===== src/hw/rtl/pei_pkg.sv =====
`default_nettype none

package pei_pkg;

    // fixed widths of the clamp registers and the stored accumulation
    localparam int CLAMP_W   = 31;
    localparam int ACC_W     = CLAMP_W + 1;
    localparam int SUM_W     = ACC_W + 1;
    localparam int NUM_PARTS = 6;
    localparam int IDX_W     = 3;
    localparam int CFG_IDX_W = 1;

    localparam logic [CLAMP_W-1:0] CLAMP_RESET = 31'd16777216;

    // register indexes of the write port
    localparam logic [CFG_IDX_W-1:0] REG_POSITION_CLAMP    = 1'b0;
    localparam logic [CFG_IDX_W-1:0] REG_ORIENTATION_CLAMP = 1'b1;

    // component indexes
    localparam logic [IDX_W-1:0] IDX_FIRST_POS = 3'd0;
    localparam logic [IDX_W-1:0] IDX_LAST_POS  = 3'd2;
    localparam logic [IDX_W-1:0] IDX_FIRST_ROT = 3'd3;
    localparam logic [IDX_W-1:0] IDX_LAST_ROT  = 3'd5;

    // small-error threshold is 1/THRESH_DEN, rounded to nearest
    localparam logic [63:0] THRESH_DEN  = 64'd100000;
    localparam logic [63:0] THRESH_HALF = 64'd50000;

    typedef enum logic [3:0] {
        S_IDLE,
        S_POS,
        S_DOT_GO,
        S_DOT_RUN,
        S_DOT_ADD,
        S_CHECK,
        S_SMALL,
        S_PROJ_GO,
        S_MUL_RUN,
        S_DIV_GO,
        S_DIV_RUN,
        S_ROT,
        S_DONE
    } t_state;

    // symmetric saturation to +-lim
    function automatic logic signed [ACC_W-1:0] clamp_sym(
        input logic signed [SUM_W-1:0] v,
        input logic [CLAMP_W-1:0]      lim
    );
        logic signed [SUM_W-1:0] hi;
        logic signed [SUM_W-1:0] lo;
        logic signed [SUM_W-1:0] r;
        hi = $signed({2'b00, lim});
        lo = -hi;
        if (v > hi) begin
            r = hi;
        end else if (v < lo) begin
            r = lo;
        end else begin
            r = v;
        end
        return r[ACC_W-1:0];
    endfunction

endpackage

`default_nettype wire


===== src/hw/rtl/pei_err_if.sv =====
`default_nettype none

interface pei_err_if #(
    parameter int DATA_WIDTH = 32
) ();
    logic                         valid;
    logic                         ready;
    logic signed [DATA_WIDTH-1:0] err_pos_x;
    logic signed [DATA_WIDTH-1:0] err_pos_y;
    logic signed [DATA_WIDTH-1:0] err_pos_z;
    logic signed [DATA_WIDTH-1:0] err_rot_x;
    logic signed [DATA_WIDTH-1:0] err_rot_y;
    logic signed [DATA_WIDTH-1:0] err_rot_z;

    modport source (
        output valid, err_pos_x, err_pos_y, err_pos_z, err_rot_x, err_rot_y, err_rot_z,
        input  ready
    );
    modport sink (
        input  valid, err_pos_x, err_pos_y, err_pos_z, err_rot_x, err_rot_y, err_rot_z,
        output ready
    );
endinterface

`default_nettype wire


===== src/hw/rtl/pei_acc_if.sv =====
`default_nettype none

interface pei_acc_if #(
    parameter int DATA_WIDTH = 32
) ();
    logic                         valid;
    logic                         ready;
    logic signed [DATA_WIDTH-1:0] acc_pos_x;
    logic signed [DATA_WIDTH-1:0] acc_pos_y;
    logic signed [DATA_WIDTH-1:0] acc_pos_z;
    logic signed [DATA_WIDTH-1:0] acc_rot_x;
    logic signed [DATA_WIDTH-1:0] acc_rot_y;
    logic signed [DATA_WIDTH-1:0] acc_rot_z;

    modport source (
        output valid, acc_pos_x, acc_pos_y, acc_pos_z, acc_rot_x, acc_rot_y, acc_rot_z,
        input  ready
    );
    modport sink (
        input  valid, acc_pos_x, acc_pos_y, acc_pos_z, acc_rot_x, acc_rot_y, acc_rot_z,
        output ready
    );
endinterface

`default_nettype wire


===== src/hw/rtl/pei_smul.sv =====
`default_nettype none

// unsigned shift-add multiplier, one multiplier bit per cycle
module pei_smul #(
    parameter int A_W = 64,
    parameter int B_W = 32
) (
    input  logic               i_clk,
    input  logic               i_rst_n,
    input  logic               i_start,
    input  logic [A_W-1:0]     i_a,
    input  logic [B_W-1:0]     i_b,
    output logic               o_done,
    output logic [A_W+B_W-1:0] o_prod
);

    localparam int CNT_W = (B_W > 1) ? $clog2(B_W) : 1;
    localparam logic [CNT_W-1:0] CNT_LAST = CNT_W'(B_W - 1);

    logic [A_W-1:0]   r_a;
    logic [A_W-1:0]   r_hi;
    logic [B_W-1:0]   r_lo;
    logic [CNT_W-1:0] r_cnt;
    logic             r_busy;
    logic             r_done;

    logic [A_W:0]     step_sum;
    logic [A_W-1:0]   n_hi;
    logic [B_W-1:0]   n_lo;

    // add multiplicand on the low bit, then shift the pair right
    always_comb begin
        step_sum = {1'b0, r_hi} + (r_lo[0] ? {1'b0, r_a} : '0);
        n_hi     = step_sum[A_W:1];
        n_lo     = {step_sum[0], r_lo[B_W-1:1]};
    end

    // sequencing
    always_ff @(posedge i_clk) begin
        if (!i_rst_n) begin
            r_busy <= 1'b0;
            r_done <= 1'b0;
            r_cnt  <= '0;
        end else begin
            r_done <= 1'b0;
            if (i_start) begin
                r_busy <= 1'b1;
                r_cnt  <= '0;
            end else if (r_busy) begin
                r_cnt <= r_cnt + CNT_W'(1);
                if (r_cnt == CNT_LAST) begin
                    r_busy <= 1'b0;
                    r_done <= 1'b1;
                end
            end
        end
    end

    // product shift register
    always_ff @(posedge i_clk) begin
        if (i_start) begin
            r_a  <= i_a;
            r_hi <= '0;
            r_lo <= i_b;
        end else if (r_busy) begin
            r_hi <= n_hi;
            r_lo <= n_lo;
        end
    end

    assign o_done = r_done;
    assign o_prod = {r_hi, r_lo};

endmodule

`default_nettype wire


===== src/hw/rtl/pei_sdiv.sv =====
`default_nettype none

// restoring divider, one quotient bit per cycle
// the starting remainder must be below the divisor
module pei_sdiv #(
    parameter int N_W = 64,
    parameter int Q_W = 32
) (
    input  logic           i_clk,
    input  logic           i_rst_n,
    input  logic           i_start,
    input  logic [N_W-1:0] i_rem,
    input  logic [Q_W-1:0] i_low,
    input  logic [N_W-1:0] i_div,
    output logic           o_done,
    output logic [Q_W-1:0] o_quot
);

    localparam int CNT_W = $clog2(Q_W);
    localparam logic [CNT_W-1:0] CNT_LAST = CNT_W'(Q_W - 1);

    logic [N_W-1:0]   r_rem;
    logic [Q_W-1:0]   r_low;
    logic [N_W-1:0]   r_div;
    logic [CNT_W-1:0] r_cnt;
    logic             r_busy;
    logic             r_done;

    logic [N_W:0]     trial;
    logic [N_W:0]     diff;
    logic             fit;
    logic [N_W-1:0]   n_rem;
    logic [Q_W-1:0]   n_low;

    // bring in the next dividend bit, subtract if it fits
    always_comb begin
        trial = {r_rem, r_low[Q_W-1]};
        diff  = trial - {1'b0, r_div};
        fit   = !diff[N_W];
        n_rem = fit ? diff[N_W-1:0] : trial[N_W-1:0];
        n_low = {r_low[Q_W-2:0], fit};
    end

    // sequencing
    always_ff @(posedge i_clk) begin
        if (!i_rst_n) begin
            r_busy <= 1'b0;
            r_done <= 1'b0;
            r_cnt  <= '0;
        end else begin
            r_done <= 1'b0;
            if (i_start) begin
                r_busy <= 1'b1;
                r_cnt  <= '0;
            end else if (r_busy) begin
                r_cnt <= r_cnt + CNT_W'(1);
                if (r_cnt == CNT_LAST) begin
                    r_busy <= 1'b0;
                    r_done <= 1'b1;
                end
            end
        end
    end

    // remainder and dividend/quotient shift register
    always_ff @(posedge i_clk) begin
        if (i_start) begin
            r_rem <= i_rem;
            r_low <= i_low;
            r_div <= i_div;
        end else if (r_busy) begin
            r_rem <= n_rem;
            r_low <= n_low;
        end
    end

    assign o_done = r_done;
    assign o_quot = r_low;

endmodule

`default_nettype wire


===== src/hw/rtl/pose_error_integrator_clamp.sv =====
// Pose error integrator with anti-windup clamp.
// i_err (valid/ready) carries one six-part pose error per beat: three position
// and three orientation parts, signed fixed point. o_acc (valid/ready) returns
// one beat of six clamped accumulations per input beat, in order.
// Position parts add to the stored accumulation. Orientation parts either
// replace it (squared error norm below 1e-5) or add the error to the old
// accumulation projected onto the error direction. All parts saturate to the
// clamp registers, written through i_cfg_wr_en / i_cfg_index / i_cfg_data;
// the user must write them only while the block is idle (not enforced).
// One item is worked at a time: the next item is accepted only after the
// result of the last one has been handed to the output register.
// The work is done by the bit-serial multiplier (six passes, three for a
// small orientation error) and the bit-serial divider (three passes, none
// for a small orientation error).
// A finished result sits in an output register; the next item is accepted
// while it waits, and only the final copy waits on a stalled receiver.
// Reset (synchronous, active low) zeroes the accumulation and sets both
// clamps to 1.0; there is no clearing pass.
`default_nettype none

module pose_error_integrator_clamp
    import pei_pkg::*;
#(
    parameter int DATA_WIDTH = 32,
    parameter int FRAC_BITS  = 24
) (
    input  logic                 i_clk,
    input  logic                 i_rst_n,
    pei_err_if.sink              i_err,
    pei_acc_if.source            o_acc,
    input  logic                 i_cfg_wr_en,
    input  logic [CFG_IDX_W-1:0] i_cfg_index,
    input  logic [CLAMP_W-1:0]   i_cfg_data
);

    localparam int NW = ACC_W + DATA_WIDTH;
    localparam int PW = NW + DATA_WIDTH;
    localparam logic [63:0] THRESH_FULL =
        ((64'd1 << (2 * FRAC_BITS)) + THRESH_HALF) / THRESH_DEN;
    localparam logic [NW-1:0] SMALL_THRESH = THRESH_FULL[NW-1:0];

    t_state r_state;
    t_state n_state;

    logic [IDX_W-1:0]             r_idx;
    logic signed [DATA_WIDTH-1:0] r_err  [NUM_PARTS];
    logic signed [ACC_W-1:0]      r_prev [NUM_PARTS];
    logic signed [DATA_WIDTH-1:0] r_out  [NUM_PARTS];
    logic                         r_out_valid;
    logic [CLAMP_W-1:0]           r_pos_clamp;
    logic [CLAMP_W-1:0]           r_rot_clamp;
    logic [NW-1:0]                r_pos;
    logic [NW-1:0]                r_neg;
    logic [NW-1:0]                r_ee;
    logic [NW-1:0]                r_dmag;
    logic                         r_dneg;

    logic in_take;
    logic out_load;
    logic mul_start;
    logic div_start;
    logic mul_done;
    logic sq_done;
    logic dot_done;
    logic div_done;
    logic last_pos;
    logic last_rot;
    logic small_err;

    logic [PW-1:0]           mul_prod;
    logic [2*DATA_WIDTH-1:0] sq_prod;
    logic [ACC_W-1:0]        quot;
    logic [NW-1:0]           mul_a;

    logic signed [ACC_W-1:0]      cur_prev;
    logic signed [DATA_WIDTH-1:0] cur_err;
    logic [ACC_W-1:0]             prev_u;
    logic [DATA_WIDTH-1:0]        err_u;
    logic                         cur_prev_neg;
    logic                         cur_err_neg;
    logic [ACC_W-1:0]             prev_mag;
    logic [DATA_WIDTH-1:0]        err_mag;

    logic                    proj_neg;
    logic signed [SUM_W-1:0] proj_u;
    logic signed [SUM_W-1:0] proj;
    logic signed [SUM_W-1:0] add_a;
    logic signed [SUM_W-1:0] add_b;
    logic signed [SUM_W-1:0] add_sum;
    logic [CLAMP_W-1:0]      lim;
    logic signed [ACC_W-1:0] clamped;

    // handshakes
    assign in_take = i_err.valid && i_err.ready;

    // current component and magnitudes
    always_comb begin
        cur_prev     = r_prev[r_idx];
        cur_err      = r_err[r_idx];
        prev_u       = cur_prev;
        err_u        = cur_err;
        cur_prev_neg = cur_prev[ACC_W-1];
        cur_err_neg  = cur_err[DATA_WIDTH-1];
        prev_mag     = cur_prev_neg ? -prev_u : prev_u;
        err_mag      = cur_err_neg ? -err_u : err_u;
    end

    assign last_pos  = (r_idx == IDX_LAST_POS);
    assign last_rot  = (r_idx == IDX_LAST_ROT);
    assign small_err = (r_ee < SMALL_THRESH);
    assign dot_done  = mul_done && sq_done;

    // signed projection part and shared add/clamp
    always_comb begin
        proj_neg = r_dneg ^ cur_err_neg;
        proj_u   = $signed({1'b0, quot});
        proj     = proj_neg ? -proj_u : proj_u;
        add_b    = SUM_W'(cur_err);
        if (r_state == S_POS) begin
            add_a = SUM_W'(cur_prev);
            lim   = r_pos_clamp;
        end else if (r_state == S_ROT) begin
            add_a = proj;
            lim   = r_rot_clamp;
        end else begin
            add_a = '0;
            lim   = r_rot_clamp;
        end
        add_sum = add_a + add_b;
        clamped = clamp_sym(add_sum, lim);
    end

    // multiplicand: |prev| for the dot products, |prev.e| for the projection
    assign mul_a = (r_state == S_DOT_GO) ? NW'(prev_mag) : r_dmag;

    pei_smul #(
        .A_W (NW),
        .B_W (DATA_WIDTH)
    ) u_mul (
        .i_clk   (i_clk),
        .i_rst_n (i_rst_n),
        .i_start (mul_start),
        .i_a     (mul_a),
        .i_b     (err_mag),
        .o_done  (mul_done),
        .o_prod  (mul_prod)
    );

    pei_smul #(
        .A_W (DATA_WIDTH),
        .B_W (DATA_WIDTH)
    ) u_sq (
        .i_clk   (i_clk),
        .i_rst_n (i_rst_n),
        .i_start (mul_start),
        .i_a     (err_mag),
        .i_b     (err_mag),
        .o_done  (sq_done),
        .o_prod  (sq_prod)
    );

    // quotient fits ACC_W bits, so the top of the product starts below e.e
    pei_sdiv #(
        .N_W (NW),
        .Q_W (ACC_W)
    ) u_div (
        .i_clk   (i_clk),
        .i_rst_n (i_rst_n),
        .i_start (div_start),
        .i_rem   (NW'(mul_prod[PW-1:ACC_W])),
        .i_low   (mul_prod[ACC_W-1:0]),
        .i_div   (r_ee),
        .o_done  (div_done),
        .o_quot  (quot)
    );

    // next state
    always_comb begin
        n_state = r_state;
        unique case (r_state)
            S_IDLE:    if (in_take) n_state = S_POS;
            S_POS:     if (last_pos) n_state = S_DOT_GO;
            S_DOT_GO:  n_state = S_DOT_RUN;
            S_DOT_RUN: if (dot_done) n_state = S_DOT_ADD;
            S_DOT_ADD: n_state = last_rot ? S_CHECK : S_DOT_GO;
            S_CHECK:   n_state = small_err ? S_SMALL : S_PROJ_GO;
            S_SMALL:   if (last_rot) n_state = S_DONE;
            S_PROJ_GO: n_state = S_MUL_RUN;
            S_MUL_RUN: if (mul_done) n_state = S_DIV_GO;
            S_DIV_GO:  n_state = S_DIV_RUN;
            S_DIV_RUN: if (div_done) n_state = S_ROT;
            S_ROT:     n_state = last_rot ? S_DONE : S_PROJ_GO;
            S_DONE:    if (out_load) n_state = S_IDLE;
            default:   n_state = S_IDLE;
        endcase
    end

    // state outputs
    always_comb begin
        i_err.ready = (r_state == S_IDLE);
        mul_start   = (r_state == S_DOT_GO) || (r_state == S_PROJ_GO);
        div_start   = (r_state == S_DIV_GO);
        out_load    = (r_state == S_DONE) && (!r_out_valid || o_acc.ready);
    end

    // control, accumulation state and clamp registers
    always_ff @(posedge i_clk) begin
        if (!i_rst_n) begin
            r_state     <= S_IDLE;
            r_idx       <= IDX_FIRST_POS;
            r_out_valid <= 1'b0;
            r_pos_clamp <= CLAMP_RESET;
            r_rot_clamp <= CLAMP_RESET;
            for (int j = 0; j < NUM_PARTS; j++) begin
                r_prev[j] <= '0;
            end
        end else begin
            r_state <= n_state;

            if (i_cfg_wr_en) begin
                unique case (i_cfg_index)
                    REG_POSITION_CLAMP:    r_pos_clamp <= i_cfg_data;
                    REG_ORIENTATION_CLAMP: r_rot_clamp <= i_cfg_data;
                endcase
            end

            if (in_take) begin
                r_idx <= IDX_FIRST_POS;
            end else if (r_state == S_CHECK) begin
                r_idx <= IDX_FIRST_ROT;
            end else if ((r_state == S_POS) || (r_state == S_DOT_ADD) ||
                         (r_state == S_SMALL) || (r_state == S_ROT)) begin
                r_idx <= r_idx + IDX_W'(1);
            end

            if ((r_state == S_POS) || (r_state == S_SMALL) || (r_state == S_ROT)) begin
                r_prev[r_idx] <= clamped;
            end

            if (out_load) begin
                r_out_valid <= 1'b1;
            end else if (r_out_valid && o_acc.ready) begin
                r_out_valid <= 1'b0;
            end
        end
    end

    // payload registers
    always_ff @(posedge i_clk) begin
        if (in_take) begin
            r_err[0] <= i_err.err_pos_x;
            r_err[1] <= i_err.err_pos_y;
            r_err[2] <= i_err.err_pos_z;
            r_err[3] <= i_err.err_rot_x;
            r_err[4] <= i_err.err_rot_y;
            r_err[5] <= i_err.err_rot_z;
            r_pos    <= '0;
            r_neg    <= '0;
            r_ee     <= '0;
        end else if (r_state == S_DOT_ADD) begin
            if (cur_prev_neg != cur_err_neg) begin
                r_neg <= r_neg + mul_prod[NW-1:0];
            end else begin
                r_pos <= r_pos + mul_prod[NW-1:0];
            end
            r_ee <= r_ee + NW'(sq_prod);
        end

        if (r_state == S_CHECK) begin
            r_dneg <= (r_neg > r_pos);
            r_dmag <= (r_neg > r_pos) ? (r_neg - r_pos) : (r_pos - r_neg);
        end

        if (out_load) begin
            for (int j = 0; j < NUM_PARTS; j++) begin
                r_out[j] <= r_prev[j][DATA_WIDTH-1:0];
            end
        end
    end

    // result beat
    assign o_acc.valid     = r_out_valid;
    assign o_acc.acc_pos_x = r_out[0];
    assign o_acc.acc_pos_y = r_out[1];
    assign o_acc.acc_pos_z = r_out[2];
    assign o_acc.acc_rot_x = r_out[3];
    assign o_acc.acc_rot_y = r_out[4];
    assign o_acc.acc_rot_z = r_out[5];

endmodule

`default_nettype wire

===== src/flat_wrapper.sv =====
// flat-port wrapper written by rule: the top's interface ports become plain ports
module pose_error_integrator_clamp_flat import pei_pkg::*;
#(
    parameter int DATA_WIDTH = 32,
    parameter int FRAC_BITS  = 24
)
  (i_clk, i_rst_n, i_cfg_wr_en, i_cfg_index, i_cfg_data, i_err_valid, i_err_err_pos_x, i_err_err_pos_y, i_err_err_pos_z, i_err_err_rot_x, i_err_err_rot_y, i_err_err_rot_z, i_err_ready, o_acc_valid, o_acc_acc_pos_x, o_acc_acc_pos_y, o_acc_acc_pos_z, o_acc_acc_rot_x, o_acc_acc_rot_y, o_acc_acc_rot_z, o_acc_ready);
  pei_err_if #(.DATA_WIDTH(DATA_WIDTH)) i_err_i ();
  pei_acc_if #(.DATA_WIDTH(DATA_WIDTH)) o_acc_i ();
  input  logic i_clk;
  input  logic i_rst_n;
  input  logic i_cfg_wr_en;
  input  logic [CFG_IDX_W-1:0] i_cfg_index;
  input  logic [CLAMP_W-1:0] i_cfg_data;
  input wire logic [$bits(i_err_i.valid)-1:0] i_err_valid;
  input wire logic [$bits(i_err_i.err_pos_x)-1:0] i_err_err_pos_x;
  input wire logic [$bits(i_err_i.err_pos_y)-1:0] i_err_err_pos_y;
  input wire logic [$bits(i_err_i.err_pos_z)-1:0] i_err_err_pos_z;
  input wire logic [$bits(i_err_i.err_rot_x)-1:0] i_err_err_rot_x;
  input wire logic [$bits(i_err_i.err_rot_y)-1:0] i_err_err_rot_y;
  input wire logic [$bits(i_err_i.err_rot_z)-1:0] i_err_err_rot_z;
  output wire logic [$bits(i_err_i.ready)-1:0] i_err_ready;
  output wire logic [$bits(o_acc_i.valid)-1:0] o_acc_valid;
  output wire logic [$bits(o_acc_i.acc_pos_x)-1:0] o_acc_acc_pos_x;
  output wire logic [$bits(o_acc_i.acc_pos_y)-1:0] o_acc_acc_pos_y;
  output wire logic [$bits(o_acc_i.acc_pos_z)-1:0] o_acc_acc_pos_z;
  output wire logic [$bits(o_acc_i.acc_rot_x)-1:0] o_acc_acc_rot_x;
  output wire logic [$bits(o_acc_i.acc_rot_y)-1:0] o_acc_acc_rot_y;
  output wire logic [$bits(o_acc_i.acc_rot_z)-1:0] o_acc_acc_rot_z;
  input wire logic [$bits(o_acc_i.ready)-1:0] o_acc_ready;
  assign i_err_i.valid = i_err_valid;
  assign i_err_i.err_pos_x = i_err_err_pos_x;
  assign i_err_i.err_pos_y = i_err_err_pos_y;
  assign i_err_i.err_pos_z = i_err_err_pos_z;
  assign i_err_i.err_rot_x = i_err_err_rot_x;
  assign i_err_i.err_rot_y = i_err_err_rot_y;
  assign i_err_i.err_rot_z = i_err_err_rot_z;
  assign i_err_ready = i_err_i.ready;
  assign o_acc_valid = o_acc_i.valid;
  assign o_acc_acc_pos_x = o_acc_i.acc_pos_x;
  assign o_acc_acc_pos_y = o_acc_i.acc_pos_y;
  assign o_acc_acc_pos_z = o_acc_i.acc_pos_z;
  assign o_acc_acc_rot_x = o_acc_i.acc_rot_x;
  assign o_acc_acc_rot_y = o_acc_i.acc_rot_y;
  assign o_acc_acc_rot_z = o_acc_i.acc_rot_z;
  assign o_acc_i.ready = o_acc_ready;
  pose_error_integrator_clamp #(.DATA_WIDTH(DATA_WIDTH), .FRAC_BITS(FRAC_BITS)) u_core (.i_clk(i_clk), .i_rst_n(i_rst_n), .i_err(i_err_i), .o_acc(o_acc_i), .i_cfg_wr_en(i_cfg_wr_en), .i_cfg_index(i_cfg_index), .i_cfg_data(i_cfg_data));
endmodule

===== config.mk =====
export PLATFORM = sky130hd
export DESIGN_NAME = pose_error_integrator_clamp_flat
export DESIGN_NICKNAME = d
export VERILOG_FILES = /design/src/hw/rtl/pei_pkg.sv /design/src/hw/rtl/pei_err_if.sv /design/src/hw/rtl/pei_acc_if.sv /design/src/hw/rtl/pei_smul.sv /design/src/hw/rtl/pei_sdiv.sv /design/src/hw/rtl/pose_error_integrator_clamp.sv /design/src/flat_wrapper.sv
export SDC_FILE = /design/constraint.sdc
export NUM_CORES = 2
export LEC_CHECK = 0
export BUFFER_PORTS_ARGS = -buffer_cell sky130_fd_sc_hd__buf_2
export CAP_MARGIN = 10
export CORE_MARGIN = 5
export CORE_UTILIZATION = 50
export DETAILED_ROUTE_END_ITERATION = 8
export PLACE_DENSITY = 0.67
export RECOVER_POWER = 50
export SLEW_MARGIN = 15
export SYNTH_ARGS = -nofsm -noshare
export SYNTH_HDL_FRONTEND = slang
export SYNTH_SLANG_ARGS = --single-unit
export TNS_END_PERCENT = 50

===== constraint.sdc =====
create_clock -name i_clk -period 19.85 [get_ports i_clk]
set_input_delay 0.9925 -clock i_clk [delete_from_list [all_inputs] [get_ports i_clk]]
set_output_delay 0.9925 -clock i_clk [all_outputs]
set_load 0.02 [all_outputs]

==> flow_summary.toml <==
[outcome]
status = "finished with violations"
violations = "max-capacitance violations, max-slew violations"

[timing]
whs_ps = 319
setup_viol = 0
hold_viol = 0
rsz0062_at_grt = "no"
report.final.slew_viol_count = 1147
fmax_mhz = 76.2
fin_setup_tns_ps = 0
skew_ps = 81.4
period_needed_ps = 13120
period_share_pct = 66.1
relSlewSlack_pct = -386
tightest_slew_ps = 7290

[clock_network]
ctsResizeCount = 0
h-tree-depth = 4
postCtsHoldBufs = 0
clockBufferDepth = 3
cts_tree = "built"
path_clk_slew_ps = 70
worstSkewPairLatency_ps = 840
tritoncts.num_buffers = 154
cts_num_sinks = 1404
cts-root-buf = "clkbuf_16"
post_cts_buffers = 0

[layout]
post-route-util_pct = 55.4
layout.nets = 10100
syn_to_final_growth_pct = 10.5
drive_gt1_share_pct = 8.38
num-fill-cells = 15600

[power_and_ir_drop]
internal_power_uw = 8460
p_total_uw = 16500
switchingPower_uw = 7990
power_frac_seq_pct = 26.5
p_sw_share_pct = 48.6
p_leak_uw = 0.0388
power_density_nw_per_um2 = 171
ir_drop_uv = 195
pwr-share-comb_pct = 55.5
p_clk_share_pct = 17.9

[grt]
use_met2_pct = 55.8
grt_start_max_net_pins = 141
grt_busiest_layer = "met2"
grt_util_met1_pct = 42.7
antenna_found_initial = 22
grt_pass1_vias = 68600
grt_usage_pct = 33.8
grt_pass1_wl_mm = 459
met3_usage_pct = 6.37
grt_overflow_total = 0

[critical_path]
critPathKind = "reg -> reg"
end_kind = "register"
r2r-end = "u_core.r_prev[7][27]"
r2r_slack_ps = 6730
crit_arrival_ps = 13650
worstPathRequired_ps = 20380
cp_slowest_cell = "clkinvlp_2"
crit_path_start_kind = "register"
crit_fanout = 57
reg2reg_from = "u_core.r_idx[2]"
r2r_cells = 27
crit_path_max_incr_delay_ps = 2560

[routing]
drt_first_pass_iters = 6
drt-total-wl_mm = 317
vias = 72400
drc = 0
wl_per_cell_um = 27.0
ant_nets = 0
drt-vias-per-instance = 6.17
first_iter_violations = 7125

[placed_design]
numPortBuffers = 422
post-dp-hpwl_mm = 247
place.gp.congestion = 1.01

[worst_hold_path]
holdPathEnd = "u_core.r_err[3][5]"
hold_depth = 1
min-delay-start = "i_err_err_rot_x[5]"
hold_class = "in -> reg"

[floorplanning]
die_x_um = 427
ios = 423
die_h_um = 427
rows = 153
fp.dieArea_um2 = 183000
start_util_pct = 50.2
design.core.area_um2 = 174000

[synthesis]
syn_area_um2 = 87100
synth-seq-cells = 1404
synth.distinct_cells = 113
async_flop_share_pct = 0
ys_seq_area_share_pct = 44.1
synth_warnings = 0
syn_inst = 9010
synthFlopType = "edfxtp_1"
syn_avg_cell_area_um2 = 9.66
synthesis.nets = 9832
synth_enable_flop_cells = 1025

[flow_run]
cap_violations = 21
-- power groups by stage --
stage / Sequential [µW] / Clock, µW / Combinational, µW
3_3_place_gp: 4390 / 0 / 8860
6_report: 4370 / 2950 / 9140
4_1_cts: 4340 / 2980 / 8950
3_5_place_dp: 4400 / 0 / 8910
5_1_grt: 4390 / 3100 / 9640
2_1_floorplan: 4130 / 0 / 5620
-- synthesized netlist by cell type, types with 46 or more instances --
library cell	instances	area (µm²)
nor2_1	685	2570
a31oi_1	133	832
a21o_1	286	2150
mux4_2	96	2160
nand2b_1	76	475
a21boi_0	76	571
nor2b_1	61	382
dfxtp_1	379	7590
nand4_1	124	776
inv_1	403	1510
xnor2_1	313	2740
edfxtp_1	1025	30800
and3_1	67	419
nor3_1	115	576
ha_1	584	7310
nand2_1	1094	4110
nand3_1	137	686
a21oi_1	850	4250
o22ai_1	56	350
a211oi_1	67	503
o21bai_1	119	893
clkbuf_1	347	1300
xor2_1	200	1750
and2_1	284	1780
mux2i_1	202	2020
o21ai_0	450	2250
o31ai_1	50	375
o21a_1	89	668
or3_1	46	288
-- flip-flops by register name (all words and copies together) (netlist names), 64 cells and up --
name / cells
u_core.r_prev: 256
u_core.r_err: 192
u_core.r_out: 192
u_core.r_dmag: 64
u_core.r_ee: 64
u_core.r_neg: 64
u_core.r_pos: 64
u_core.u_div.r_div: 64
u_core.u_div.r_rem: 64
u_core.u_mul.r_a: 64
u_core.u_mul.r_hi: 64
-- metal layers --
layer	part of all wire, %	wire, µm	up-vias
li1	-	-	33400
met1	39	125000	35100
met2	47	148000	3191
met3	7.8	24700	671
met4	6.0	19000	8
met5	0.019	59	-
-- layout make-up --
cell class	instances	area [µm²]	area share, %
sequential	1404	38400	39.9
clock buffer	189	4100	4.26
clock inverter	96	1130	1.18
timing repair buffer	531	2610	2.71
tap	2325	2910	3.02
antenna	18	45.0	0.0468
multi-input combinational	6761	45500	47.3
inverter	406	1530	1.59
-- worst max path at each step --
stage | from | endpoint | slack (ps)
2_1_floorplan | o_acc_ready | u_core.r_out[0][0] | 4900
4_1_cts | u_core.r_idx[0] | u_core.r_prev[1][25] | 10020
6_report | u_core.r_idx[2] | u_core.r_prev[7][27] | 6730
3_5_place_dp | u_core.r_idx[0] | u_core.r_prev[6][27] | 10090
3_3_place_gp | u_core.r_idx[0] | u_core.r_prev[5][27] | 10170
5_1_grt | u_core.r_idx[2] | u_core.r_prev[7][2] | 6230
-- logic make-up (layout without fill, tap and decap cells) --
family / Yosys count / count (layout) / share of synthesized area, %
buf+inv: 845 / 1222 / 3.81
fa+ha+maj: 593 / 593 / 8.60
xor+xnor: 514 / 514 / 5.18
simple gates: 2841 / 2841 / 15.2
flops: 1404 / 1404 / 44.1
other cells: 0 / 18 / 0
compound gates: 2486 / 2486 / 17.9
mux: 327 / 327 / 5.25
-- critical path: cells and delay by family, from the launching register on --
family          cells  cell delay [ps]
compound gates     10             3600
xor+xnor            1              190
fa+ha+maj           3             1060
buf+inv             6             5750
flops               1              390
simple gates        7             1680
-- placed cells by master, fill, tap and decap left out, types with 76 or more instances in the layout --
cell / netlist / routed
edfxtp_1: 1025 / 1025
a31oi_1: 133 / 132
dfxtp_1: 379 / 375
xnor2_1: 313 / 312
inv_1: 403 / 402
nand3_1: 137 / 137
nand2_1: 1094 / 1091
buf_2: 36 / 210
xor2_1: 200 / 199
nand4_1: 124 / 124
o21ai_0: 450 / 449
clkbuf_1: 347 / 252
o21bai_1: 119 / 119
clkbuf_16: 0 / 155
nor2_1: 685 / 683
and2_1: 284 / 263
a21oi_1: 850 / 850
o21a_1: 89 / 89
a21o_1: 286 / 286
ha_1: 584 / 584
nor3_1: 115 / 112
mux4_2: 96 / 96
mux2i_1: 202 / 201
a21boi_0: 76 / 76
buf_4: 8 / 93
-- stage by stage --
step	cell area [µm²]	worst slack [ps]	instances
finish	96200	6730	11700
global route	96200	6230	11700
CTS	96600	10020	11700
detailed placement	91300	10090	11400
global placement	91300	10170	11400
floorplan	87100	4900	9010
No activity file was read; power rests on OpenSTA's default activity.
